<file path="src/rtl/core/tpa_pkg.sv">
// shared types, codes and fixed-point helpers of the polynomial accumulator
// no dependencies
`timescale 1ns / 1ps

package tpa_pkg;

  localparam int COEFF_W    = 32;
  localparam int FRAC_BITS  = 16;
  localparam int THR_W      = 16;
  localparam int EXP_W      = 4;
  localparam int KIND_W     = 3;
  localparam int STATUS_W   = 2;
  localparam int PROD_W     = 2 * COEFF_W;
  localparam int IN_DATA_W  = 2 * COEFF_W + 6 * EXP_W;
  localparam int IN_USER_W  = KIND_W;
  localparam int OUT_DATA_W = COEFF_W;
  localparam int OUT_USER_W = STATUS_W;

  typedef logic [COEFF_W-1:0] coeff_t;

  localparam coeff_t LIM_POS = {1'b0, {(COEFF_W-1){1'b1}}};
  localparam coeff_t LIM_NEG = {1'b1, {(COEFF_W-1){1'b0}}};
  localparam logic [PROD_W-1:0] RND_HALF = PROD_W'(1) << (FRAC_BITS - 1);

  localparam logic [KIND_W-1:0] KIND_ADD   = 3'd0;
  localparam logic [KIND_W-1:0] KIND_MUL   = 3'd1;
  localparam logic [KIND_W-1:0] KIND_READ  = 3'd2;
  localparam logic [KIND_W-1:0] KIND_CLEAR = 3'd3;
  localparam logic [KIND_W-1:0] KIND_SCALE = 3'd4;

  localparam logic [STATUS_W-1:0] ST_OK      = 2'd0;
  localparam logic [STATUS_W-1:0] ST_BAD_EXP = 2'd1;
  localparam logic [STATUS_W-1:0] ST_DEGREE  = 2'd2;
  localparam logic [STATUS_W-1:0] ST_SAT     = 2'd3;

  typedef struct packed {
    logic              neg;
    logic [PROD_W-1:0] mag;
  } mul_res_t;

  typedef struct packed {
    logic   sat;
    coeff_t val;
  } coeff_sat_t;

  function automatic coeff_t mag_of(input coeff_t v);
    return v[COEFF_W-1] ? (~v + COEFF_W'(1)) : v;
  endfunction

  function automatic logic is_small(input coeff_t v, input logic [THR_W-1:0] thr);
    return mag_of(v) <= COEFF_W'(thr);
  endfunction

  // round half away from zero, then saturate
  function automatic coeff_sat_t round_prod(input mul_res_t p);
    logic [PROD_W-1:0]           rnd;
    logic [PROD_W-FRAC_BITS-1:0] mag;
    coeff_sat_t                  r;
    rnd   = p.mag + RND_HALF;
    mag   = rnd[PROD_W-1:FRAC_BITS];
    r.sat = 1'b0;
    if (p.neg) begin
      if (mag > (PROD_W-FRAC_BITS)'(LIM_NEG)) begin
        r.sat = 1'b1;
        r.val = LIM_NEG;
      end else begin
        r.val = ~mag[COEFF_W-1:0] + COEFF_W'(1);
      end
    end else begin
      if (mag > (PROD_W-FRAC_BITS)'(LIM_POS)) begin
        r.sat = 1'b1;
        r.val = LIM_POS;
      end else begin
        r.val = mag[COEFF_W-1:0];
      end
    end
    return r;
  endfunction

  function automatic coeff_sat_t sat_add(input coeff_t a, input coeff_t b);
    logic [COEFF_W:0] s;
    coeff_sat_t       r;
    s = {a[COEFF_W-1], a} + {b[COEFF_W-1], b};
    if (s[COEFF_W] != s[COEFF_W-1]) begin
      r.sat = 1'b1;
      r.val = s[COEFF_W] ? LIM_NEG : LIM_POS;
    end else begin
      r.sat = 1'b0;
      r.val = s[COEFF_W-1:0];
    end
    return r;
  endfunction

endpackage

</file>
<file path="src/rtl/core/tpa_mul.sv">
// registered sign-magnitude multiplier for q16.16 coefficients
// depends on tpa_pkg
`timescale 1ns / 1ps

module tpa_mul
  import tpa_pkg::*;
(
  input  logic     clk_i,
  input  coeff_t   a_i,
  input  coeff_t   b_i,
  output mul_res_t res_o
);

  mul_res_t res_d, res_q;
  coeff_t   a_mag, b_mag;

  always_comb begin
    a_mag     = mag_of(a_i);
    b_mag     = mag_of(b_i);
    res_d.neg = a_i[COEFF_W-1] ^ b_i[COEFF_W-1];
    res_d.mag = PROD_W'(a_mag) * PROD_W'(b_mag);
  end

  always_ff @(posedge clk_i) begin
    res_q <= res_d;
  end

  assign res_o = res_q;

endmodule

</file>
<file path="config.mk">
export PLATFORM = sky130hd
export DESIGN_NAME = tpa_mul
export DESIGN_NICKNAME = d
export VERILOG_FILES = /design/src/rtl/core/tpa_pkg.sv /design/src/rtl/core/tpa_mul.sv
export SDC_FILE = /design/constraint.sdc
export NUM_CORES = 2
export LEC_CHECK = 0
export BUFFER_PORTS_ARGS = -buffer_cell sky130_fd_sc_hd__buf_2
export CELL_PAD_IN_SITES_DETAIL_PLACEMENT = 2
export CELL_PAD_IN_SITES_GLOBAL_PLACEMENT = 2
export CORE_MARGIN = 2
export CORE_UTILIZATION = 45
export DETAILED_ROUTE_END_ITERATION = 6
export GPL_TIMING_DRIVEN = 0
export PLACE_DENSITY_LB_ADDON = 0.1
export SLEW_MARGIN = 30
export SYNTH_ARGS = -nofsm -noshare
export SYNTH_HDL_FRONTEND = slang
export SYNTH_SLANG_ARGS = --single-unit
export TNS_END_PERCENT = 5
</file>
<file path="constraint.sdc">
create_clock -name clk_i -period 18.83 [get_ports clk_i]
set_clock_uncertainty 0.2 [all_clocks]
set_input_delay 3.766 -clock clk_i [delete_from_list [all_inputs] [get_ports clk_i]]
set_output_delay 3.766 -clock clk_i [all_outputs]
set_load 0.1 [all_outputs]
</file>
==> key figures <==
Run status
  – Status: finished clean

Detailed routing
  – Total wire length: approximately 180 mm
  – Vias: about 32000
  – WL per Instance: 35.1 um
  – Top routing layer in use: met5
  – Drt drc: 0
  – Post-DRT Antenna Nets: 0
  – First-pass iteration count of the detailed router: 5
  – Wire length on met1: approximately 60 mm
  – Via density: 6.07
  – Wire length on met2: about 84 mm
  – WL met3: 18.5 mm
  – DR iter-0 viols: roughly 2700

Timing
  – Final setup fails: 0
  – Setup TNS: 0 ns
  – Worst Tran Pin Value: 1.17 ns
  – Max Slew Vio Count: 0
  – FMAX: 59.0 MHz
  – Final Cycle Share: 90.0%
  – Slew HR: 21.9%
  – RSZ-0062 raised after global routing: false
  – Hold Vio Cnt, Final: 0
  – Min Tclk post-route: 16.94 ns

Yosys
  – Syn_area_per_cell: 8.73 um^2
  – Yosys reg bits: 65
  – Synth top area cells: fa_1 (51%), inv_1 (9.5%), ha_1 (9.4%)
  – Syn Std Cell Area: about 0.035 mm^2
  – EDFF count, synth: 0
  – Cell count after synthesis: 4025
  – Syn_nets: around 5300
  – Dominant synthesized flop cell: dfxtp_1
  – Fraction of registers with async set/reset: 0%
  – Post-synthesis cell type count: 74
  – Syn. warnings: 0
  – Sequential area share after synthesis: under 10%
  – Cell type with the largest total area after synthesis: fa_1
  – Top-area cell type share of the netlist area: roughly 51%

Global route
  – Largest net degree at the start of global routing: 13
  – Grt ovf: 0
  – Vias in the first global route: 37300
  – Initial antenna violation count: 15
  – First-pass GRT wire length: around 260 mm
  – Global Route Usage Sum: a little under half

Layout
  – Synth-to-Final Area Change: 9.05%
  – Most common cell after layout, fill and taps aside: fa_1
  – Fin nets: 5415
  – Max reg flops: 65
  – Most frequent cells in the layout: fa_1 (896), inv_1 (891), nor2_1 (600)
  – Layout cells sized above 1: 7.80%

Worst setup path
  – Buf/Inv on CP: 8
  – CP Depth: 33
  – End of the critical path: res_o[52]
  – Top delay family on crit path: adder cells
  – Crit path from: b_i[0]
  – Crit-path slowest cell: nor3_1
  – Setup CP Type: in -> reg
  – Critical Path AT: 16.96 ns
  – Crit-path most repeated cell: fa_1
  – Critical Path Sink Type: flop
  – Worst path max stage delay: 0.84 ns
  – Startpoint types: primary input
  – Crit path required time: 18.85 ns
  – Worst-path fanout max: 10

Clocking
  – Postcts setup bufs: 0
  – Max H-tree Level: 3
  – Reg clk slew, reported paths: 0.06 ns
  – Clock Path Buffers: 2
  – Root cell of the clock tree: clkbuf_16
  – CTS Hold Bufs: 0
  – Post-CTS sizing: 0
  – Num CTS Buffers: 9
  – # clock sinks: 65
  – CTS tree: done

Floorplanning
  – Die footprint: 0.0803 mm^2
  – Die W: 283 um
  – Ports: between 100 and 150
  – Die height: 283 um
  – Core box area: 0.0773 mm^2
  – Initial Utilization: between 40% and 50%
  – Cell row count: 102

Place
  – # port buffers: 127
  – Detailed Place HPWL: 155 mm
  – Gp weighted congestion: 0.992

Job
  – Max_cap viols: 0

Hold path
  – Type of the worst min-delay path: in -> reg
## cells in the mapped netlist, drive strengths merged (9+ instances only)
| library cell | instances |
|---|---|
| fa | 896 |
| inv | 891 |
| nor2 | 600 |
| nand2 | 546 |
| ha | 265 |
| clkbuf | 175 |
| xnor2 | 92 |
| xor2 | 79 |
| a21oi | 74 |
| dfxtp | 65 |
| o21ai | 60 |
| a21o | 28 |
| nand4 | 28 |
| and2 | 19 |
| nor3 | 18 |
| nand3 | 15 |
| buf | 14 |
| o21a | 14 |
| o31ai | 12 |
| or3 | 10 |
| or4 | 10 |
| a31oi | 9 |
## tightest hold or removal path, cell delays in order
cell and delay, ns:
buf_2 0.23, inv_1 0.14, nor2_1 0.13, ha_1 0.21
## metal layers
layer | track usage, % | vias to the layer above
li1 | - | 12200
met1 | 49.6 | 16600
met2 | 72.9 | 2089
met3 | 14.6 | 987
met4 | 43.8 | 10
met5 | 0 | -
## how the worst min path moves through the flow
stage	startpoint	end	slack, ns	cells after the start
after CTS	b_i[0]	res_o[1]	3.94	4
final	b_i[0]	res_o[1]	3.99	4
after global placement	res_o[0]	res_o[0]	4.12	1
after detailed placement	res_o[53]	res_o[53]	4.12	1
after floorplan	b_i[0]	res_o[1]	3.85	3
after global routing	b_i[0]	res_o[1]	3.98	4
## cell families (layout without fill, tap and decap cells)
| logic type | Yosys count | count (layout) | share of synthesized area [%] |
|---|---|---|---|
| AO/OA/AOI/OAI | 264 | 264 | 4.99 |
| XOR/XNOR | 171 | 171 | 4.37 |
| adder cells (fa/ha/maj) | 1161 | 1161 | 60.5 |
| buffers and inverters | 1081 | 1250 | 11.6 |
| flip-flops | 65 | 65 | 3.70 |
| multiplexers | 1 | 1 | 0.0285 |
| other | 0 | 15 | 0 |
| AND/OR/NAND/NOR | 1282 | 1282 | 14.8 |
## through the flow
step	std cells	hold slack (ns)	setup slack (ns)	utilization [%]	area [um^2]
after CTS	5233	3.94	1.83	49.3	38200
final	5249	3.99	1.89	49.5	38300
after global routing	5234	3.98	1.71	49.5	38300
after detailed placement	5217	4.12	1.79	48.9	37800
after global placement	5192	4.12	0.909	47.9	37100
after floorplan	4025	3.85	5.85	-	35100
## layout make-up
cell class                      count  area, um^2
Fill cell                        8591       39000
Tap cell                         1040        1300
Inverter                          892        3350
Timing Repair Buffer              153         898
Clock buffer                       10         239
Buffer                            189         792
Clock inverter                      6        67.6
Antenna cell                       15        37.5
Multi-Input combinational cell   2879       30300
Sequential cell                    65        1300
Power is left out: the tool's default activity adds up to more than one toggle a clock period on the data nets, which glitch-free logic cannot reach.
